[config.mk]
export PLATFORM = sky130hd
export DESIGN_NAME = sorted_insert_table_top
export DESIGN_NICKNAME = d
export VERILOG_FILES = /design/src/design/sit_pkg.sv /design/src/design/sit_ctrl.sv /design/src/design/sit_dp.sv /design/src/design/sorted_insert_table_top.sv
export VERILOG_INCLUDE_DIRS = /design/src /design/src/design
export SDC_FILE = /design/constraint.sdc
export NUM_CORES = 2
export LEC_CHECK = 0
export ABC_AREA = 0
export BUFFER_PORTS_ARGS = -buffer_cell sky130_fd_sc_hd__buf_4
export CORE_MARGIN = 2
export CORE_UTILIZATION = 35
export CTS_CLUSTER_DIAMETER = 120
export DETAILED_ROUTE_END_ITERATION = 6
export HOLD_SLACK_MARGIN = 0.03
export PLACE_DENSITY = 0.55
export SLEW_MARGIN = 20
export SYNTH_ARGS = -nofsm -noshare
export SYNTH_HDL_FRONTEND = slang
export SYNTH_SLANG_ARGS = --single-unit
[constraint.sdc]
create_clock -name clk -period 7.95 [get_ports clk]
set_clock_uncertainty 0.15 [all_clocks]
set_input_delay 0.3975 -clock clk [delete_from_list [all_inputs] [get_ports clk]]
set_output_delay 0.3975 -clock clk [all_outputs]
set_load 0.005 [all_outputs]
[src/design/sorted_insert_table_top_assert.svh]
// ----------------------------------------------------------------------------
// sorted_insert_table_top_assert.svh
// Assertion macros used by the sorted insert table top.
// ----------------------------------------------------------------------------
`ifndef SORTED_INSERT_TABLE_TOP_ASSERT_SVH
`define SORTED_INSERT_TABLE_TOP_ASSERT_SVH

// Condition holds at every clock edge outside reset.
`define SIT_ASSERT_ALWAYS(label, cond, msg) \
    label: assert property (@(posedge clk) disable iff (!rst_n) (cond)) \
        else $error(msg);

// Consequent holds in the same cycle as the antecedent.
`define SIT_ASSERT_IMPLIES(label, ante, cons, msg) \
    label: assert property (@(posedge clk) disable iff (!rst_n) (ante) |-> (cons)) \
        else $error(msg);

// Consequent holds in the cycle after the antecedent.
`define SIT_ASSERT_NEXT(label, ante, cons, msg) \
    label: assert property (@(posedge clk) disable iff (!rst_n) (ante) |=> (cons)) \
        else $error(msg);

`endif

[src/design/sit_pkg.sv]
// ----------------------------------------------------------------------------
// sit_pkg
// Types, widths and codes shared by the sorted insert table modules.
// ----------------------------------------------------------------------------
package sit_pkg;

    localparam int CAPACITY = 64;
    localparam int IDX_W    = $clog2(CAPACITY);
    localparam int CNT_W    = $clog2(CAPACITY + 1);

    localparam int HANDLE_W = 8;
    localparam int DEPTH_W  = 16;
    localparam int POS_W    = 6;
    localparam int ECNT_W   = 7;
    localparam int STATUS_W = 2;

    // wide enough to compare position, count and capacity without loss
    localparam int CMP_A    = (CNT_W > POS_W) ? CNT_W : POS_W;
    localparam int CMP_W    = (CMP_A > ECNT_W) ? CMP_A : ECNT_W;

    localparam int IN_BITS    = HANDLE_W + DEPTH_W + POS_W;
    localparam int IN_DATA_W  = ((IN_BITS + 7) / 8) * 8;
    localparam int OUT_BITS   = HANDLE_W + DEPTH_W + ECNT_W;
    localparam int OUT_DATA_W = ((OUT_BITS + 7) / 8) * 8;

    typedef enum logic [0:0] {
        ACT_INSERT = 1'b0,
        ACT_READ   = 1'b1
    } action_t;

    typedef enum logic [STATUS_W-1:0] {
        ST_OK    = 2'd0,
        ST_FULL  = 2'd1,
        ST_RANGE = 2'd2
    } status_t;

    // read address source
    typedef enum logic [1:0] {
        RA_TOP   = 2'd0,  // last stored entry
        RA_POS   = 2'd1,  // requested position
        RA_BELOW = 2'd2   // entry below the one just shifted
    } rd_sel_t;

    typedef struct packed {
        logic [HANDLE_W-1:0]       handle;
        logic signed [DEPTH_W-1:0] depth;
    } entry_t;

    typedef struct packed {
        logic    latch_in;
        logic    rd_en;
        rd_sel_t rd_sel;
        logic    slot_load;
        logic    slot_dec;
        logic    wr_shift;
        logic    wr_place;
        logic    cnt_inc;
        logic    res_load;
        status_t res_status;
        logic    res_use_rd;
        logic    out_load;
    } sit_cmd_t;

    typedef struct packed {
        action_t action;
        logic    full;
        logic    empty;
        logic    range_err;
        logic    greater;
        logic    slot_one;
        logic    out_free;
    } sit_stat_t;

endpackage

[src/design/sit_ctrl.sv]
// ----------------------------------------------------------------------------
// sit_ctrl
// Sequencer for insert and read words of the sorted insert table.
// ----------------------------------------------------------------------------
module sit_ctrl
    import sit_pkg::*;
(
    input  logic      clk,
    input  logic      rst_n,
    input  logic      s_tvalid,
    output logic      s_tready,
    input  sit_stat_t stat,
    output sit_cmd_t  cmd
);

    typedef enum logic [2:0] {
        S_IDLE,
        S_START,
        S_SHIFT,
        S_RDWAIT,
        S_PLACE,
        S_RESP
    } state_t;

    state_t state_reg;
    state_t state_next;

    always_ff @(posedge clk or negedge rst_n)
    begin
        if (!rst_n)
        begin
            state_reg <= S_IDLE;
        end
        else
        begin
            state_reg <= state_next;
        end
    end

    assign s_tready = (state_reg == S_IDLE);

    always_comb
    begin
        cmd        = '0;
        cmd.rd_sel = RA_TOP;
        cmd.res_status = ST_OK;
        state_next = state_reg;
        unique case (state_reg)
            S_IDLE:
            begin
                if (s_tvalid)
                begin
                    cmd.latch_in = 1'b1;
                    state_next   = S_START;
                end
            end
            S_START:
            begin
                if (stat.action == ACT_INSERT)
                begin
                    if (stat.full)
                    begin
                        cmd.res_load   = 1'b1;
                        cmd.res_status = ST_FULL;
                        state_next     = S_RESP;
                    end
                    else if (stat.empty)
                    begin
                        cmd.slot_load = 1'b1;
                        state_next    = S_PLACE;
                    end
                    else
                    begin
                        cmd.rd_en     = 1'b1;
                        cmd.rd_sel    = RA_TOP;
                        cmd.slot_load = 1'b1;
                        state_next    = S_SHIFT;
                    end
                end
                else
                begin
                    if (stat.range_err)
                    begin
                        cmd.res_load   = 1'b1;
                        cmd.res_status = ST_RANGE;
                        state_next     = S_RESP;
                    end
                    else
                    begin
                        cmd.rd_en  = 1'b1;
                        cmd.rd_sel = RA_POS;
                        state_next = S_RDWAIT;
                    end
                end
            end
            S_SHIFT:
            begin
                if (stat.greater)
                begin
                    // move the larger entry up one slot, then look below
                    cmd.wr_shift = 1'b1;
                    cmd.slot_dec = 1'b1;
                    if (stat.slot_one)
                    begin
                        state_next = S_PLACE;
                    end
                    else
                    begin
                        cmd.rd_en  = 1'b1;
                        cmd.rd_sel = RA_BELOW;
                    end
                end
                else
                begin
                    cmd.wr_place = 1'b1;
                    cmd.cnt_inc  = 1'b1;
                    cmd.res_load = 1'b1;
                    state_next   = S_RESP;
                end
            end
            S_RDWAIT:
            begin
                cmd.res_load   = 1'b1;
                cmd.res_use_rd = 1'b1;
                state_next     = S_RESP;
            end
            S_PLACE:
            begin
                cmd.wr_place = 1'b1;
                cmd.cnt_inc  = 1'b1;
                cmd.res_load = 1'b1;
                state_next   = S_RESP;
            end
            S_RESP:
            begin
                if (stat.out_free)
                begin
                    cmd.out_load = 1'b1;
                    state_next   = S_IDLE;
                end
            end
            default:
            begin
                state_next = S_IDLE;
            end
        endcase
    end

endmodule

[src/design/sit_dp.sv]
// ----------------------------------------------------------------------------
// sit_dp
// Entry memory, count, insert slot and output register of the sorted table.
// ----------------------------------------------------------------------------
module sit_dp
    import sit_pkg::*;
(
    input  logic                  clk,
    input  logic                  rst_n,
    input  logic [IN_DATA_W-1:0]  s_tdata,
    input  logic                  s_tuser,
    output logic                  m_tvalid,
    input  logic                  m_tready,
    output logic [OUT_DATA_W-1:0] m_tdata,
    output logic [STATUS_W-1:0]   m_tuser,
    input  sit_cmd_t              cmd,
    output sit_stat_t             stat
);

    entry_t mem [CAPACITY];
    entry_t rd_q_reg;

    action_t                   act_reg;
    logic [HANDLE_W-1:0]       handle_reg;
    logic signed [DEPTH_W-1:0] depth_reg;
    logic [POS_W-1:0]          pos_reg;
    logic [CNT_W-1:0]          count_reg;
    logic [IDX_W-1:0]          slot_reg;

    status_t                   res_status_reg;
    entry_t                    res_entry_reg;

    logic                      m_valid_reg;
    entry_t                    out_entry_reg;
    logic [ECNT_W-1:0]         out_cnt_reg;
    status_t                   out_status_reg;

    logic [CMP_W-1:0]          pos_ext;
    logic [CMP_W-1:0]          count_ext;
    logic [IDX_W-1:0]          rd_addr;
    entry_t                    wr_data;
    entry_t                    new_entry;

    assign pos_ext   = CMP_W'(pos_reg);
    assign count_ext = CMP_W'(count_reg);
    assign new_entry = '{handle: handle_reg, depth: depth_reg};

    always_comb
    begin
        unique case (cmd.rd_sel)
            RA_TOP:   rd_addr = count_reg[IDX_W-1:0] - IDX_W'(1);
            RA_POS:   rd_addr = pos_ext[IDX_W-1:0];
            RA_BELOW: rd_addr = slot_reg - IDX_W'(2);
            default:  rd_addr = '0;
        endcase
    end

    assign wr_data = cmd.wr_shift ? rd_q_reg : new_entry;

    // entry memory: one write and one registered read per cycle
    always_ff @(posedge clk)
    begin
        if (cmd.wr_shift || cmd.wr_place)
        begin
            mem[slot_reg] <= wr_data;
        end
        if (cmd.rd_en)
        begin
            rd_q_reg <= mem[rd_addr];
        end
    end

    // input item, insert slot, result and output payload
    always_ff @(posedge clk)
    begin
        if (cmd.latch_in)
        begin
            act_reg    <= action_t'(s_tuser);
            handle_reg <= s_tdata[HANDLE_W-1:0];
            depth_reg  <= s_tdata[HANDLE_W +: DEPTH_W];
            pos_reg    <= s_tdata[HANDLE_W + DEPTH_W +: POS_W];
        end
        if (cmd.slot_load)
        begin
            slot_reg <= count_reg[IDX_W-1:0];
        end
        else if (cmd.slot_dec)
        begin
            slot_reg <= slot_reg - IDX_W'(1);
        end
        if (cmd.res_load)
        begin
            res_status_reg <= cmd.res_status;
            res_entry_reg  <= cmd.res_use_rd ? rd_q_reg : '0;
        end
        if (cmd.out_load)
        begin
            out_entry_reg  <= res_entry_reg;
            out_cnt_reg    <= count_ext[ECNT_W-1:0];
            out_status_reg <= res_status_reg;
        end
    end

    always_ff @(posedge clk or negedge rst_n)
    begin
        if (!rst_n)
        begin
            count_reg   <= '0;
            m_valid_reg <= 1'b0;
        end
        else
        begin
            if (cmd.cnt_inc)
            begin
                count_reg <= count_reg + CNT_W'(1);
            end
            if (cmd.out_load)
            begin
                m_valid_reg <= 1'b1;
            end
            else if (m_tready)
            begin
                m_valid_reg <= 1'b0;
            end
        end
    end

    assign stat.action    = act_reg;
    assign stat.full      = (count_reg == CNT_W'(CAPACITY));
    assign stat.empty     = (count_reg == '0);
    assign stat.range_err = (pos_ext >= count_ext) || (pos_ext >= CMP_W'(CAPACITY));
    assign stat.greater   = ($signed(rd_q_reg.depth) > $signed(depth_reg));
    assign stat.slot_one  = (slot_reg == IDX_W'(1));
    assign stat.out_free  = !m_valid_reg || m_tready;

    assign m_tvalid = m_valid_reg;
    assign m_tdata  = OUT_DATA_W'({out_cnt_reg, out_entry_reg.depth, out_entry_reg.handle});
    assign m_tuser  = out_status_reg;

endmodule

[src/design/sorted_insert_table_top.sv]
// ----------------------------------------------------------------------------
// sorted_insert_table_top
// Table of handle/depth entries kept in stable ascending depth order.
// ----------------------------------------------------------------------------
// Each input word either inserts an entry (s_tuser = 0) or reads the entry at
// a sorted position (s_tuser = 1), and each gives exactly one output word with
// a status in m_tuser: ok, full (insert dropped) or position out of range.
// A new entry goes after every stored entry of lower or equal depth, so equal
// depths keep arrival order. Words are handled one at a time. An insert walks
// down from the top of the table through an entry memory with one write port
// and one read port, moving one larger entry up per cycle past at most
// CAPACITY - 1 entries before it reaches the output register. One more word
// is accepted as soon as its predecessor has reached the output register,
// even while that result still waits for m_tready. The memory needs no
// clearing after reset: only positions below the entry count are ever read.
// ----------------------------------------------------------------------------
module sorted_insert_table_top
    import sit_pkg::*;
(
    input  logic                  clk,
    input  logic                  rst_n,
    input  logic                  s_tvalid,
    output logic                  s_tready,
    // item_handle[7:0], item_depth[23:8], read_position[29:24], zero pad
    input  logic [IN_DATA_W-1:0]  s_tdata,
    // action[0]: 0 insert, 1 read
    input  logic                  s_tuser,
    output logic                  m_tvalid,
    input  logic                  m_tready,
    // out_handle[7:0], out_depth[23:8], entry_count[30:24], zero pad
    output logic [OUT_DATA_W-1:0] m_tdata,
    // status[1:0]: 0 ok, 1 full, 2 out of range
    output logic [STATUS_W-1:0]   m_tuser
);

`include "sorted_insert_table_top_assert.svh"

    localparam int OUT_DEPTH_LO = HANDLE_W;
    localparam int OUT_CNT_LO   = HANDLE_W + DEPTH_W;

    sit_cmd_t  ctrl_cmd;
    sit_stat_t dp_stat;

    // sequencer: decides each step of an insert or read
    sit_ctrl u_ctrl (
        .clk      (clk),
        .rst_n    (rst_n),
        .s_tvalid (s_tvalid),
        .s_tready (s_tready),
        .stat     (dp_stat),
        .cmd      (ctrl_cmd)
    );

    // datapath: entry memory, count, slot pointer and output register
    sit_dp u_dp (
        .clk      (clk),
        .rst_n    (rst_n),
        .s_tdata  (s_tdata),
        .s_tuser  (s_tuser),
        .m_tvalid (m_tvalid),
        .m_tready (m_tready),
        .m_tdata  (m_tdata),
        .m_tuser  (m_tuser),
        .cmd      (ctrl_cmd),
        .stat     (dp_stat)
    );

    // a shift and a placement never share the single write port
    `SIT_ASSERT_ALWAYS(a_one_write, !(ctrl_cmd.wr_shift && ctrl_cmd.wr_place), "two memory writes in one cycle")

    // a dropped insert is only reported with the table at capacity
    `SIT_ASSERT_IMPLIES(a_full_count, m_tvalid && (m_tuser == ST_FULL), m_tdata[OUT_CNT_LO +: ECNT_W] == ECNT_W'(CAPACITY), "full status below capacity")

    // an out-of-range read returns zero handle and depth
    `SIT_ASSERT_IMPLIES(a_range_zero, m_tvalid && (m_tuser == ST_RANGE), m_tdata[OUT_CNT_LO-1:0] == '0, "out-of-range read with nonzero entry")

    // one word in flight: no acceptance right after an acceptance
    `SIT_ASSERT_NEXT(a_one_item, s_tvalid && s_tready, !s_tready, "second word accepted while busy")

endmodule

==> run metrics <==
status=finished clean; post-synthesis mux area share=approximately 5.7%; GRT overflow=0; max-cap viol count=0; hold path depth=2; Critical Path Most Common Cell=buf_4; IO Count=73; r2r worst-path depth=16; FF-to-FF setup slack=between 1500 and 2000 ps; Area growth, synth to finish=14.06%; r2r startpoint=u_dp.count_ext[5]; crit-path cells=inv_1 -> ha_1 -> nor2b_1 -> a221o_1 -> a41oi_2 -> nor2_1 -> a21oi_4 -> a21o_4 -> buf_12 -> buf_4 -> nand2_1 -> nand3_1 -> a21oi_1 -> a2111oi_0 -> buf_4 -> a311o_1; RSZ-0062 raised after global routing=no; Power Dens Cells=about 430 nW/um^2; Post-Synth Simple-Gate Area=between 10% and 20%; TNS Setup=0 ps; row count=160; HPWL Detailed=between 100000 and 150000 um; main combinational cell family by area after synthesis=simple AND/OR/NAND/NOR gates; Worst-Skew Late Latency=820 ps; CP Data Arrival Time=6420 ps; Longest Clk Path Bufs=3; Largest register FFs=approximately 1500; Layout Nets=4842; Final setup viols=0; Syn Area/Cell=approximately 15 um^2; worst slack, placed=between 2000 and 2500 ps; Ys Warns=0; drt pass-1 iters=6; Clock Sinks=~1700; Max VDD drop=slightly below 400 uV; GRT Total Usage=roughly a fifth; Post-Route WL=slightly below 200000 um; Final ANT Viol Nets=0; Reg-to-Reg End=u_dp.rd_q_reg[3]; share of layout cells above drive strength 1=12.55%; post-synthesis xor/xnor area fraction=0.2217%; RePlAce Congestion=between 0.8 and 0.9; Max Clk Rate=about 0.17 GHz; Worst slew margin=17.70%; Compound-Gate Fraction of Synth Area=under 10%; crit-path max cell delay=slightly above 700 ps; Post-synth EDFFs=between 1500 and 2000; core area=between 150000 and 200000 um^2; top post-synthesis cells by count=1656 x edfxtp_1, 971 x nand2_1, 391 x nand3_1; Initial Util=a little over a third; worst hold path type=in -> reg; first-pass GRT wire length=280800 um; Mapped Nets=about 4700; Hold Path End=u_dp.handle_reg[5]; number of setup buffers added after CTS=0; number of global-route vias before repair=between 30000 and 40000; Horiz. Die Dim=between 400 and 500 um; Synth top area share=around three quarters; crit path launch type=flop; leakage=about 26 nW; die area=195400 um^2; register area share after synthesis=between 70% and 80%; Avg WL per Cell=26.50 um; Port Buffer Count=69; Netlist cell types=72; vias per inst=around 5.4; Crit path required time=8370 ps; Period minus WS final=6000 ps; via count=about 40000; crit path capture type=flop; Detailed Route Iter0 Violations=~4000; FILL cells=between 15000 and 20000; initial antenna violation count=12; Main synth FF type=edfxtp_1; asr flop ratio synth=less than 1%; Top reg by flops=u_dp.mem; setup ws final=1950 ps; crit path from=u_dp.count_ext[5]; synth top area cells=edfxtp_1 74%, nand2_1 5.4%, mux2i_1 4.7%, nand3_1 2.9%, a21oi_1 1.0%; Synth Register Bits=between 1500 and 2000; CTS tree=yes; PostCTS Resize Cnt=0; DRC=0; pin count of the biggest net entering global routing=128; Root Driver=clkbuf_16; mapped cell area=around 67000 um^2; Crit Path Max Fanout=58; hold path start=s_tdata[5]; period utilisation layout=about 75%; Worst path slowest cell=a21o_4; largest area contributor in the netlist=edfxtp_1; Slew @ Worst Pin=approximately 1200 ps; # H-tree levels=4; Inserted Clock Buffers=between 150 and 200; pins over their slew limit=0; post-synthesis adder-cell area fraction=0.5963%; count leader, synth=edfxtp_1; Mapped Cells=around 4600; Reg clk slew, reported paths=~60 ps; Final Hold Vio Count=0; Worst Path Class, Setup=reg -> reg; Die Y=approximately 440 um
worst max-delay path by stage:
stage | end | slack (ps) | depth (start not counted)
floorplan | u_dp.mem[0][0] | 2060 | 10
detailed placement | u_dp.rd_q_reg[3] | 2030 | 16
finish | u_dp.rd_q_reg[3] | 1950 | 16
CTS | u_dp.rd_q_reg[3] | 1990 | 16
global placement | u_dp.rd_q_reg[9] | 1880 | 13
global route | u_dp.rd_q_reg[3] | 1620 | 16
report_power, final:
part	switching [mW]	internal, mW	leakage [nW]	total, mW
clock network	3.31	4.12	2.47	7.43
registers	0.254	10.7	15.1	10.9
logic	10.6	4.29	8.40	14.9
cells by family (layout without fill, tap and decap cells):
| kind of cell | after synthesis | in the layout |
|---|---|---|
| xor+xnor | 17 | 17 |
| mux | 355 | 355 |
| simple gates | 1597 | 1597 |
| compound gates | 577 | 577 |
| other cells | 1 | 3 |
| buf+inv | 352 | 663 |
| flops | 1667 | 1667 |
| fa+ha+maj | 32 | 32 |
critical path: cells and delay by family, from the launching register on:
family,cells,cell delay [ps]
simple gates,4,520
compound gates,7,3090
fa+ha+maj,1,290
buf+inv,4,1190
flops,1,400
timing repair:
item | CTS | global route
hold endpoints to repair | 45 | 0
hold buffers | 35 | 0
setup endpoints to repair | 0 | 0
placed cells by master, fill, tap and decap left out, types with 12 or more instances in the layout:
| cell type | n |
|---|---|
| clkinv_1 | 45 |
| clkbuf_1 | 47 |
| o2111ai_1 | 30 |
| a2111oi_0 | 20 |
| mux2_2 | 23 |
| buf_4 | 240 |
| xnor2_1 | 14 |
| o21ai_0 | 43 |
| inv_1 | 68 |
| a32o_1 | 19 |
| mux4_2 | 18 |
| dlygate4sd3_1 | 35 |
| clkinv_2 | 25 |
| nor2_1 | 40 |
| a31oi_1 | 46 |
| a221oi_1 | 29 |
| ha_1 | 32 |
| a311oi_1 | 56 |
| nand2_1 | 969 |
| nand3_1 | 391 |
| a22oi_1 | 12 |
| and2_1 | 26 |
| o32ai_1 | 18 |
| clkbuf_16 | 173 |
| or3_1 | 16 |
| a21oi_1 | 133 |
| a221o_1 | 23 |
| nor2_2 | 67 |
| and3_1 | 28 |
| o22ai_1 | 21 |
| edfxtp_1 | 1656 |
| nand4_1 | 20 |
| a211oi_1 | 81 |
| mux2i_1 | 312 |
metal layers:
metal  routed length [um]  vias up  track usage, %
met5                   29        -               0
met3                15590      326           3.849
li1                     -    17810               -
met4                 8708        4           8.722
met2                90030     1660           30.51
met1                82320    20570           26.89
final cells by class:
cell class                 count  area [um^2]  share of cell area (%)
multi-input combinational   2579        15720                   20.52
tap                         2511         3142                   4.102
clock inverter                88        574.3                  0.7499
sequential                  1667        50000                   65.29
timing repair buffer         287         2384                   3.112
antenna                        2        5.005                0.006535
inverter                      68        255.2                  0.3333
clock buffer                 220         4506                   5.883
metrics by stage:
step                      instances  power, mW  hold slack, ps  util [%]  instance area, um^2
after global routing           7420      34.61           147.6     40.22                76580
after CTS                      7419      33.34           107.0     40.22                76570
after floorplan                4598      19.88          -48.09         -                67150
final                          7422      33.21           157.5     40.23                76580
after global placement         7075      25.82           93.67     37.36                71120
after detailed placement       7076      25.92           98.65     37.37                71140
Power figures use the tool's default switching activity.
